File: config.mk
export PLATFORM = sky130hd
export DESIGN_NAME = biquad_iir_filter_unit
export DESIGN_NICKNAME = d
export VERILOG_FILES = /design/src/hw/rtl/biq_pkg.sv /design/src/hw/rtl/biquad_iir_filter_unit.sv
export SDC_FILE = /design/constraint.sdc
export NUM_CORES = 2
export LEC_CHECK = 0
export BUFFER_PORTS_ARGS = -buffer_cell sky130_fd_sc_hd__buf_2
export CAP_MARGIN = 10
export CELL_PAD_IN_SITES_DETAIL_PLACEMENT = 1
export CELL_PAD_IN_SITES_GLOBAL_PLACEMENT = 1
export CORE_ASPECT_RATIO = 1.75
export CORE_MARGIN = 4
export CORE_UTILIZATION = 50
export DETAILED_ROUTE_END_ITERATION = 10
export PLACE_DENSITY_LB_ADDON = 0.1
export SLEW_MARGIN = 0
export SYNTH_ARGS = -nofsm -noshare
export SYNTH_HDL_FRONTEND = slang
export SYNTH_SLANG_ARGS = --single-unit
File: constraint.sdc
create_clock -name clk -period 12.8 [get_ports clk]
set_clock_uncertainty 0.15 [all_clocks]
set_input_delay 2.56 -clock clk [delete_from_list [all_inputs] [get_ports clk]]
set_output_delay 2.56 -clock clk [all_outputs]
set_load 0.02 [all_outputs]
File: src/hw/rtl/biq_pkg.sv
// Shared types and constants for the biquad IIR filter unit.
// Holds the register index codes, sequencer states and control bundle.
// No dependencies.
package biq_pkg;

  // Configuration register file.
  localparam int NUM_REGS  = 6;
  localparam int REG_IDX_W = 3;

  // Integer bits of every Q-format value, and extra fraction bits of the output history.
  localparam int INT_BITS   = 4;
  localparam int HIST_EXTRA = 8;

  typedef enum logic [REG_IDX_W-1:0] {
    REG_GAIN_NEWEST_IN  = 3'd0,
    REG_GAIN_PREV_IN    = 3'd1,
    REG_GAIN_OLDEST_IN  = 3'd2,
    REG_GAIN_PREV_OUT   = 3'd3,
    REG_GAIN_OLDEST_OUT = 3'd4,
    REG_RECIP_LEAD_OUT  = 3'd5
  } reg_idx_t;

  // Sequencer states.
  typedef enum logic [2:0] {
    ST_IDLE,
    ST_MAC,
    ST_DRAIN,
    ST_ROUND,
    ST_SCALE,
    ST_DONE
  } state_t;

  // Product taps in the order the shared multiplier takes them.
  typedef enum logic [2:0] {
    TAP_NEWEST_IN,
    TAP_PREV_IN,
    TAP_OLDEST_IN,
    TAP_PREV_OUT,
    TAP_OLDEST_OUT
  } tap_t;

  // Datapath controls decoded from the sequencer state.
  typedef struct packed {
    logic in_ready;
    logic issue_mul;
    logic acc_add;
    logic load_diff;
    logic scale_mul;
    logic finish;
  } ctrl_t;

endpackage

File: src/hw/rtl/biquad_iir_filter_unit.sv
// Direct form I biquad filter with one shared multiplier under a small sequencer.
// Depends on biq_pkg.
//
// The result is presented after the MAC, DRAIN, ROUND, SCALE and DONE states that follow the
// input transfer, later only while an earlier result still waits on the output. No new
// sample is taken before then, since the single multiplier forms six products in turn.
// Reset (rst, synchronous, active high) clears the sample and output history,
// loads the coefficient defaults (unity forward gain and reciprocal) and empties the output.
module biquad_iir_filter_unit #(
  parameter int SAMPLE_BITS = 16,
  parameter int COEF_BITS   = 24,
  localparam int TDATA_W    = ((SAMPLE_BITS + 7) / 8) * 8
) (
  input  logic                          clk,
  input  logic                          rst,
  // Input stream.
  input  logic                          s_axis_tvalid,
  output logic                          s_axis_tready,
  input  logic [TDATA_W-1:0]            s_axis_tdata,  // [SAMPLE_BITS-1:0] sample_in
  // Output stream.
  output logic                          m_axis_tvalid,
  input  logic                          m_axis_tready,
  output logic [TDATA_W-1:0]            m_axis_tdata,  // [SAMPLE_BITS-1:0] sample_out
  output logic [0:0]                    m_axis_tuser,  // [0] clipped
  // Configuration write channel.
  input  logic                          cfg_valid,
  output logic                          cfg_ready,
  input  logic [biq_pkg::REG_IDX_W-1:0] cfg_index,
  input  logic [COEF_BITS-1:0]          cfg_data
);
  import biq_pkg::*;

  localparam int COEF_FRAC = COEF_BITS - INT_BITS;
  localparam int HIST_BITS = SAMPLE_BITS + HIST_EXTRA;
  // Rounded difference: five products of up to COEF_BITS + HIST_BITS bits, minus the shift.
  localparam int DIFF_BITS = COEF_BITS + HIST_BITS + 3 - COEF_FRAC;
  localparam int PROD_BITS = COEF_BITS + DIFF_BITS;
  localparam int Y_BITS    = PROD_BITS - COEF_FRAC;

  localparam logic signed [COEF_BITS-1:0] COEF_ONE =
    {{(COEF_BITS-1){1'b0}}, 1'b1} << COEF_FRAC;
  localparam logic signed [PROD_BITS-1:0] PROD_HALF =
    {{(PROD_BITS-1){1'b0}}, 1'b1} << (COEF_FRAC - 1);
  localparam logic signed [HIST_BITS:0] HIST_HALF =
    {{HIST_BITS{1'b0}}, 1'b1} << (HIST_EXTRA - 1);
  localparam logic signed [HIST_BITS-1:0] HIST_MAX = {1'b0, {(HIST_BITS-1){1'b1}}};
  localparam logic signed [HIST_BITS-1:0] HIST_MIN = {1'b1, {(HIST_BITS-1){1'b0}}};
  localparam logic [SAMPLE_BITS-1:0] SAMPLE_MAX = {1'b0, {(SAMPLE_BITS-1){1'b1}}};
  localparam logic [SAMPLE_BITS-1:0] SAMPLE_MIN = {1'b1, {(SAMPLE_BITS-1){1'b0}}};

  state_t state, state_next;
  ctrl_t  ctrl;
  tap_t   tap, prod_tap;

  // Coefficients.
  logic signed [COEF_BITS-1:0] gain_newest_in, gain_prev_in, gain_oldest_in;
  logic signed [COEF_BITS-1:0] gain_prev_out, gain_oldest_out, recip_lead_out;

  // History and working registers.
  logic signed [SAMPLE_BITS-1:0] x_cur, x_prev, x_oldest;
  logic signed [HIST_BITS-1:0]   y_prev, y_oldest;
  logic signed [PROD_BITS-1:0]   prod, acc;
  logic signed [DIFF_BITS-1:0]   diff;
  logic [SAMPLE_BITS-1:0]        out_sample;
  logic                          out_clipped;
  logic                          out_valid;

  // Combinational datapath.
  logic signed [COEF_BITS-1:0]   mul_a;
  logic signed [DIFF_BITS-1:0]   mul_b;
  logic signed [PROD_BITS-1:0]   mul_p, acc_term, acc_round, y_round;
  logic signed [Y_BITS-1:0]      y_full;
  logic [Y_BITS-HIST_BITS:0]     y_top;
  logic                          y_fits;
  logic signed [HIST_BITS-1:0]   y_sat;
  logic signed [HIST_BITS:0]     s_round;
  logic [SAMPLE_BITS:0]          s_full;
  logic                          s_fits;
  logic [SAMPLE_BITS-1:0]        s_sat;

  // Next-state logic of the sequencer.
  always_comb begin
    state_next = state;
    case (state)
      ST_IDLE:  if (s_axis_tvalid) state_next = ST_MAC;
      ST_MAC:   if (tap == TAP_OLDEST_OUT) state_next = ST_DRAIN;
      ST_DRAIN: state_next = ST_ROUND;
      ST_ROUND: state_next = ST_SCALE;
      ST_SCALE: state_next = ST_DONE;
      ST_DONE:  if (!out_valid || m_axis_tready) state_next = ST_IDLE;
      default:  state_next = ST_IDLE;
    endcase
  end

  // Datapath controls decoded from the state.
  always_comb begin
    ctrl           = '0;
    ctrl.in_ready  = (state == ST_IDLE);
    ctrl.issue_mul = (state == ST_MAC);
    ctrl.acc_add   = ((state == ST_MAC) && (tap != TAP_NEWEST_IN)) || (state == ST_DRAIN);
    ctrl.load_diff = (state == ST_ROUND);
    ctrl.scale_mul = (state == ST_SCALE);
    ctrl.finish    = (state == ST_DONE) && (!out_valid || m_axis_tready);
  end

  // Operand selection for the shared multiplier.
  always_comb begin
    mul_a = recip_lead_out;
    mul_b = diff;
    if (!ctrl.scale_mul) begin
      case (tap)
        TAP_NEWEST_IN: begin
          mul_a = gain_newest_in;
          mul_b = DIFF_BITS'(x_cur);
        end
        TAP_PREV_IN: begin
          mul_a = gain_prev_in;
          mul_b = DIFF_BITS'(x_prev);
        end
        TAP_OLDEST_IN: begin
          mul_a = gain_oldest_in;
          mul_b = DIFF_BITS'(x_oldest);
        end
        TAP_PREV_OUT: begin
          mul_a = gain_prev_out;
          mul_b = DIFF_BITS'(y_prev);
        end
        TAP_OLDEST_OUT: begin
          mul_a = gain_oldest_out;
          mul_b = DIFF_BITS'(y_oldest);
        end
        default: begin
          mul_a = '0;
          mul_b = '0;
        end
      endcase
    end
  end

  assign mul_p = mul_a * mul_b;

  // Forward products gain the extra history fraction bits; feedback products subtract.
  always_comb begin
    case (prod_tap)
      TAP_PREV_OUT, TAP_OLDEST_OUT: acc_term = -prod;
      default:                      acc_term = prod <<< HIST_EXTRA;
    endcase
  end

  // Round half up of the accumulated difference to the coefficient fraction.
  assign acc_round = acc + PROD_HALF;

  // Round the scaled result, then clamp it to the history width.
  assign y_round = prod + PROD_HALF;
  assign y_full  = y_round[PROD_BITS-1:COEF_FRAC];
  assign y_top   = y_full[Y_BITS-1:HIST_BITS-1];
  assign y_fits  = (&y_top) || !(|y_top);
  always_comb begin
    if (y_fits) y_sat = y_full[HIST_BITS-1:0];
    else if (y_full[Y_BITS-1]) y_sat = HIST_MIN;
    else y_sat = HIST_MAX;
  end

  // Round the clamped value to the sample format; only the top can overflow.
  assign s_round = {y_sat[HIST_BITS-1], y_sat} + HIST_HALF;
  assign s_full  = s_round[HIST_BITS:HIST_EXTRA];
  assign s_fits  = (s_full[SAMPLE_BITS] == s_full[SAMPLE_BITS-1]);
  always_comb begin
    if (s_fits) s_sat = s_full[SAMPLE_BITS-1:0];
    else if (s_full[SAMPLE_BITS]) s_sat = SAMPLE_MIN;
    else s_sat = SAMPLE_MAX;
  end

  // Control, coefficient and history registers.
  always_ff @(posedge clk) begin
    if (rst) begin
      state           <= ST_IDLE;
      tap             <= TAP_NEWEST_IN;
      out_valid       <= 1'b0;
      gain_newest_in  <= COEF_ONE;
      gain_prev_in    <= '0;
      gain_oldest_in  <= '0;
      gain_prev_out   <= '0;
      gain_oldest_out <= '0;
      recip_lead_out  <= COEF_ONE;
      x_prev          <= '0;
      x_oldest        <= '0;
      y_prev          <= '0;
      y_oldest        <= '0;
    end else begin
      state <= state_next;

      // Register writes; indexes past the list are dropped.
      if (cfg_valid) begin
        case (reg_idx_t'(cfg_index))
          REG_GAIN_NEWEST_IN:  gain_newest_in  <= cfg_data;
          REG_GAIN_PREV_IN:    gain_prev_in    <= cfg_data;
          REG_GAIN_OLDEST_IN:  gain_oldest_in  <= cfg_data;
          REG_GAIN_PREV_OUT:   gain_prev_out   <= cfg_data;
          REG_GAIN_OLDEST_OUT: gain_oldest_out <= cfg_data;
          REG_RECIP_LEAD_OUT:  recip_lead_out  <= cfg_data;
          default: ;
        endcase
      end

      // Tap counter walks the five products of one item.
      if (ctrl.in_ready && s_axis_tvalid) begin
        tap <= TAP_NEWEST_IN;
      end else if (ctrl.issue_mul && (tap != TAP_OLDEST_OUT)) begin
        tap <= tap_t'(tap + 3'd1);
      end

      // Shift the history once the new output is settled.
      if (ctrl.finish) begin
        x_prev   <= x_cur;
        x_oldest <= x_prev;
        y_prev   <= y_sat;
        y_oldest <= y_prev;
      end

      // Output register holds its result until the transfer.
      if (ctrl.finish) out_valid <= 1'b1;
      else if (m_axis_tready) out_valid <= 1'b0;
    end
  end

  // Working registers of the shared multiplier and accumulator.
  always_ff @(posedge clk) begin
    if (ctrl.in_ready && s_axis_tvalid) begin
      x_cur <= s_axis_tdata[SAMPLE_BITS-1:0];
      acc   <= '0;
    end else if (ctrl.acc_add) begin
      acc <= acc + acc_term;
    end
    if (ctrl.issue_mul || ctrl.scale_mul) begin
      prod     <= mul_p;
      prod_tap <= tap;
    end
    if (ctrl.load_diff) diff <= acc_round[COEF_FRAC +: DIFF_BITS];
    if (ctrl.finish) begin
      out_sample  <= s_sat;
      out_clipped <= !y_fits || !s_fits;
    end
  end

  assign s_axis_tready   = ctrl.in_ready;
  assign cfg_ready       = 1'b1;
  assign m_axis_tvalid   = out_valid;
  assign m_axis_tdata    = TDATA_W'(out_sample);
  assign m_axis_tuser[0] = out_clipped;

endmodule

Yosys cells after proc, flatten, opt, wreduce, memory -nomap -nowiden. Index checks and enable logic that the tools add are counted.

Logic and storage cells: 92. Register bits: 408.

Add/sub/neg operators: 6. Reductions and logical operators: 29. Equal/unequal tests: 21. Multiplexer cells: 15. Multiply operators: 1.

Operators with widths (count): $pmux 31 s5 (1); $pmux 24 s5 (1); $mux 24 (3); $add 55x21->55 const B (1); $add 55x55->55 (1); $mul 24x31->55 (1); $mux 55 (1); $neg 55->55 (1); $add 51x21->51 const B (1); $mux 16 (2); $mux 31 (1); $add 24x9->25 const B (1); $eq 3x2->1 const B (7); $eq 3x3->1 const B (6); $pmux 3 s6 (1); $reduce_and 12->1 (1); $reduce_and 2->1 (6); $reduce_or 12->1 (1); $eq 3x1->1 const B (3); $logic_not 3->1 (3); $mux 3 (3); $logic_or 1x1->1 (5); $logic_and 1x1->1 (4); $logic_not 1->1 (4); other kinds (10) (13).

Depth between registers and ports, before layout.
Depth after elaboration: 9. Depth in mapped cells: 39.

Worst setup path before layout. Ideal clock, no wire load.

Path type: reg2reg. Start: register tap[2]. End: register prod[47], data pin. Library setup time: 261 ps. Arrival time: 9086 ps. Slack: 3303 ps. Period minus slack after synthesis: 9497 ps. Stages on the path, launching flop included: 34. Buffers on the path: 4. Path through: dfxtp_1 > clkbuf_1 > inv_1 > ha_1 > clkbuf_1 > clkbuf_1 > a222oi_1 > o21ai_0 > a22oi_1 > clkbuf_1 > nor2_1 > fa_1 > inv_1 > fa_1 > inv_1 > fa_1 > inv_1 > fa_1 > inv_1 > fa_1 > fa_1 > fa_1 > ha_1 > and3_1 > and4_1 > o31a_1 > a31o_2 > or4_1 > a41o_1 > a221o_1 > a41oi_2 > o21a_2 > o21ai_0 > a311o_1.

Cells in the longest elaborated chain, start to end: 4. Elaborated cells between the ends (all ways): 10. Those cells by class: 1 x mul; 4 x eq/ne; 4 x mux; 1 x reduce/logical.

Ends and longest elaborated chain: start: declaration (line biquad_iir_filter_unit.sv:53) `tap_t tap, prod_tap;`; start signal: assignment (line biquad_iir_filter_unit.sv:210) `tap <= tap_t'(tap + 3'd1);`; $eq 3x3->1 (tied with other cells) (line biquad_iir_filter_unit.sv:111) `case (tap)`; $pmux 24 s5 or $pmux 31 s5 (tied branches) (line biquad_iir_filter_unit.sv:111); $mux 24 or $mux 31 (tied branches) (line biquad_iir_filter_unit.sv:110) `if (!ctrl.scale_mul) begin`; $mul 24x31->55 * (line biquad_iir_filter_unit.sv:140) `assign mul_p = mul_a * mul_b;`; net mul_p[47] (line biquad_iir_filter_unit.sv:71) `logic signed [PROD_BITS-1:0] mul_p, acc_term, acc_round, y_round;`; end signal: assignment (line biquad_iir_filter_unit.sv:236) `prod <= mul_p;`; end: declaration (line biquad_iir_filter_unit.sv:62) `logic signed [PROD_BITS-1:0] prod, acc;`.

Mark *: on every way through the listed nets, which the timed path passes. The rest lies on a longest branch. A chain may end at the register's enable or synchronous reset.

Worst setup path in the final report.
Start: register tap[1]. End: register prod[49], data pin.

Same word-level chain as after synthesis.

==> impl_metrics.py <==
metrics = {
    "run_status": {
        "outcome": "finished, final reports clean",
    },
    "worst_setup_path": {
        "cpMostUsedCell": "fa_1",
        "slowest_stage": "nor2_4",
        "endpoint": "prod[49]",
        "cp_top_family": "adder cells",
        "r2r_setup_slack_ns": 1.80,
        "required_ns": 12.97,
        "worstSetupEndpointType": "flip-flop",
        "critPathMaxStageDelay_ns": 0.77,
        "cp-start-kind": "flip-flop",
        "cp_max_fo": 36,
        "rr_endpoint": "prod[49]",
        "worstPathArrival_ns": 11.17,
        "critPathLaunch": "tap[1]",
        "r2r-start": "tap[1]",
        "crit_type": "flip-flop to flip-flop",
        "critPathBufInv": 3,
        "reg2reg_depth": 28,
        "crit_cells": 28,
    },
    "clock_tree": {
        "clock-root-buffer": "clkbuf_16",
        "clock_latency_ns": 0.61,
        "htreeDepth": 2,
        "cts_tree": "yes",
        "clockBufferDepth": 3,
        "cts_buffers": 41,
        "post_cts_resized": 0,
        "cts.clk_slew.worst_paths_ns": 0.08,
        "cts_setup_buffers": 0,
        "cts_hold_buf": 0,
        "clock_sinks": 404,
    },
    "min_path": {
        "min_path_cells": 2,
        "hp-start": "gain_newest_in[21]",
        "min_path_type": "flip-flop to flip-flop",
    },
    "place": {
        "gp_congestion": 0.983,
        "dp_slack_ns": 1.85,
        "port_buffers": 66,
        "placed_cells": 6663,
        "dp_hpwl_um": 144000,
        "dpl_cell_area_um2": 49100,
    },
    "logic_synthesis": {
        "synth_warnings": 0,
        "synth_area_leaders": "fa_1 32%, dfxtp_1 12%, nand2_1 8.3%",
        "synth_flop_cell": "dfxtp_1",
        "synthArstFlopShare_pct": 0,
        "synth_edf_count": 122,
        "synth_nets": 6599,
        "syn_area_um2": 47500,
        "synth-seq-cells": 404,
        "syn-instance-count": 5581,
        "ys_types": 92,
        "ys_seq_area_share_pct": 19.6,
        "synth_top_area_share_pct": 32.1,
        "synth_largest_area_cell": "fa_1",
        "avgSynthCellArea_um2": 8.51,
    },
    "cells_and_area": {
        "layout.nets": 6517,
        "final_cell_area_um2": 50500,
        "area.growth.synth_to_final_pct": 6.40,
        "seqCellArea_um2": 9310,
        "final.fill_count": 11300,
        "final_util_pct": 53.6,
        "drive_gt1_share_pct": 5.64,
        "multiInputGateArea_um2": 33700,
        "instances_no_fill": 6742,
    },
    "timing": {
        "layout_min_cycle_time_ns": 11.00,
        "relSlewSlack_pct": 11.3,
        "min_period_over_period_pct": 85.9,
        "timing.fmax_mhz": 90.9,
        "rsz0062_at_grt": "no",
        "worst_slack_ns": 1.80,
        "setup_viol": 0,
        "finalHoldViolCount": 0,
        "tightest_slew_ns": 1.33,
        "finalSetupTns_ns": 0,
        "finalMaxSlewViolations": 0,
    },
    "pwr": {
        "seq_power_share_pct": 28.7,
        "p_switching_uw": 2790,
        "pwr-share-clk_pct": 21.6,
        "intPower_uw": 3240,
        "ir_drop_uv": 152,
        "switching_share_pct": 46.2,
        "leakagePower_uw": 0.0226,
        "power_density_nw_per_um2": 119,
        "pwr-share-comb_pct": 49.7,
    },
    "routing": {
        "drt_wl_total_um": 178000,
        "post_drt_wl_per_cell_um": 26.4,
        "drc": 0,
        "ant_nets": 0,
        "drtIter0Drc": 2578,
        "num_vias": 40200,
        "via_per_inst": 5.96,
        "dr.pass1.iters": 9,
    },
    "floorplan": {
        "die_area_um2": 100000,
        "rows": 149,
        "die_h_um": 416,
        "io-pin-count": 68,
        "fp.dieW_um": 241,
        "initial_core_util_pct": 50.3,
        "core_region_area_um2": 94300,
    },
    "global_route": {
        "grt_pass1_vias": 44700,
        "grt_usage_pct": 35.9,
        "overflow": 0,
        "antenna_found_initial": 2,
        "grt_max_degree": 100,
        "grt_pass1_wl_um": 270000,
    },
    "flow_run": {
        "maxCapViolCount": 0,
    },
}
-- cell usage in the layout, fill, tap and decap left out, types with 42 or more instances in the layout --
cell type	instances
fa_1	762
dfxtp_1	282
xor2_1	85
edfxtp_1	122
o21ai_0	107
clkbuf_16	42
a22oi_1	68
buf_4	119
nand3_1	56
nor2_1	449
ha_1	206
nand2_1	1052
xnor2_1	120
a21o_1	57
inv_1	897
a21oi_1	425
nor3_1	46
buf_2	65
a22o_1	43
-- per-layer routing --
metal	track usage, %	part of all wire [%]	vias up
met3	5.60	5.3	636
met1	37.2	33	20700
met5	0	0	-
met2	63.0	50	1309
met4	29.9	11	0
li1	-	-	17500
-- cell type report --
| class | instances | area share (%) |
|---|---|---|
| clock inverters | 17 | 0.438 |
| multi-input cells | 3967 | 66.7 |
| inverters | 899 | 6.68 |
| diodes | 3 | 0.0149 |
| clock buffers | 58 | 2.34 |
| well taps | 1208 | 2.99 |
| flip-flops and latches | 404 | 18.4 |
| repair buffers | 186 | 2.45 |
-- per-stage QoR --
| step | total power, uW | hold slack, ns |
|---|---|---|
| floorplan | 3530 | 0.256 |
| CTS | 6030 | 0.307 |
| detailed placement | 4690 | 0.298 |
| global placement | 4640 | 0.290 |
| global route | 6350 | 0.320 |
| finish | 6030 | 0.302 |
-- worst register-to-register path: cells and delay by family, from the launching register on --
family	cells	cell delay, ns
DFF	1	0.41
adders and majority gates	10	4.66
and+or+nand+nor	6	2.12
buffers and inverters	3	0.90
AOI/OAI and AO/OA	9	2.47
-- flip-flops by register name (all words and copies together) (netlist names), 3 cells and up --
name and flops:
gain_prev_out 24, gain_oldest_out 24, m_axis_tdata 16, x_cur 16
recip_lead_out 24, state 3, y_prev 24, diff 31
tap 3, prod_tap 3, gain_oldest_in 24, acc 51
gain_prev_in 24, x_prev 16, gain_newest_in 24, x_oldest 16
y_oldest 24, prod 55
-- kinds of logic after synthesis --
kind of cell    Yosys count  synth area share (%)
other cells               1               0.00790
simple gates           1854                  16.6
xor+xnor                205                  3.78
compound gates          927                  12.5
flops                   404                  19.6
buf+inv                1210                  9.67
fa+ha+maj               970                  37.6
mux                      10                 0.221
-- power by group through the flow --
stage	Combinational [uW]	Clock [uW]	Sequential, uW
floorplan	1960	0	1570
global placement	2890	0	1740
detailed placement	2950	0	1740
CTS	2990	1320	1720
global route	3240	1370	1730
finish	3000	1300	1730
-- synth_stat cells, types with 57 or more instances --
| cell type | n |
|---|---|
| a21oi_1 | 425 |
| fa_1 | 762 |
| dfxtp_1 | 282 |
| a21o_1 | 57 |
| inv_1 | 897 |
| nand3_1 | 57 |
| o21ai_0 | 107 |
| xor2_1 | 85 |
| nor2_1 | 450 |
| edfxtp_1 | 122 |
| clkbuf_1 | 275 |
| a22oi_1 | 75 |
| xnor2_1 | 120 |
| ha_1 | 208 |
| nand2_1 | 1052 |
-- how the worst min path moves through the flow --
stage,endpoint,slack (ns)
finish,gain_newest_in[21],0.30
floorplan,prod_tap[2],0.26
CTS,x_oldest[7],0.31
detailed placement,x_oldest[7],0.30
global route,gain_newest_in[21],0.32
global placement,gain_prev_in[16],0.29
No activity file was read; power rests on OpenSTA's default activity.
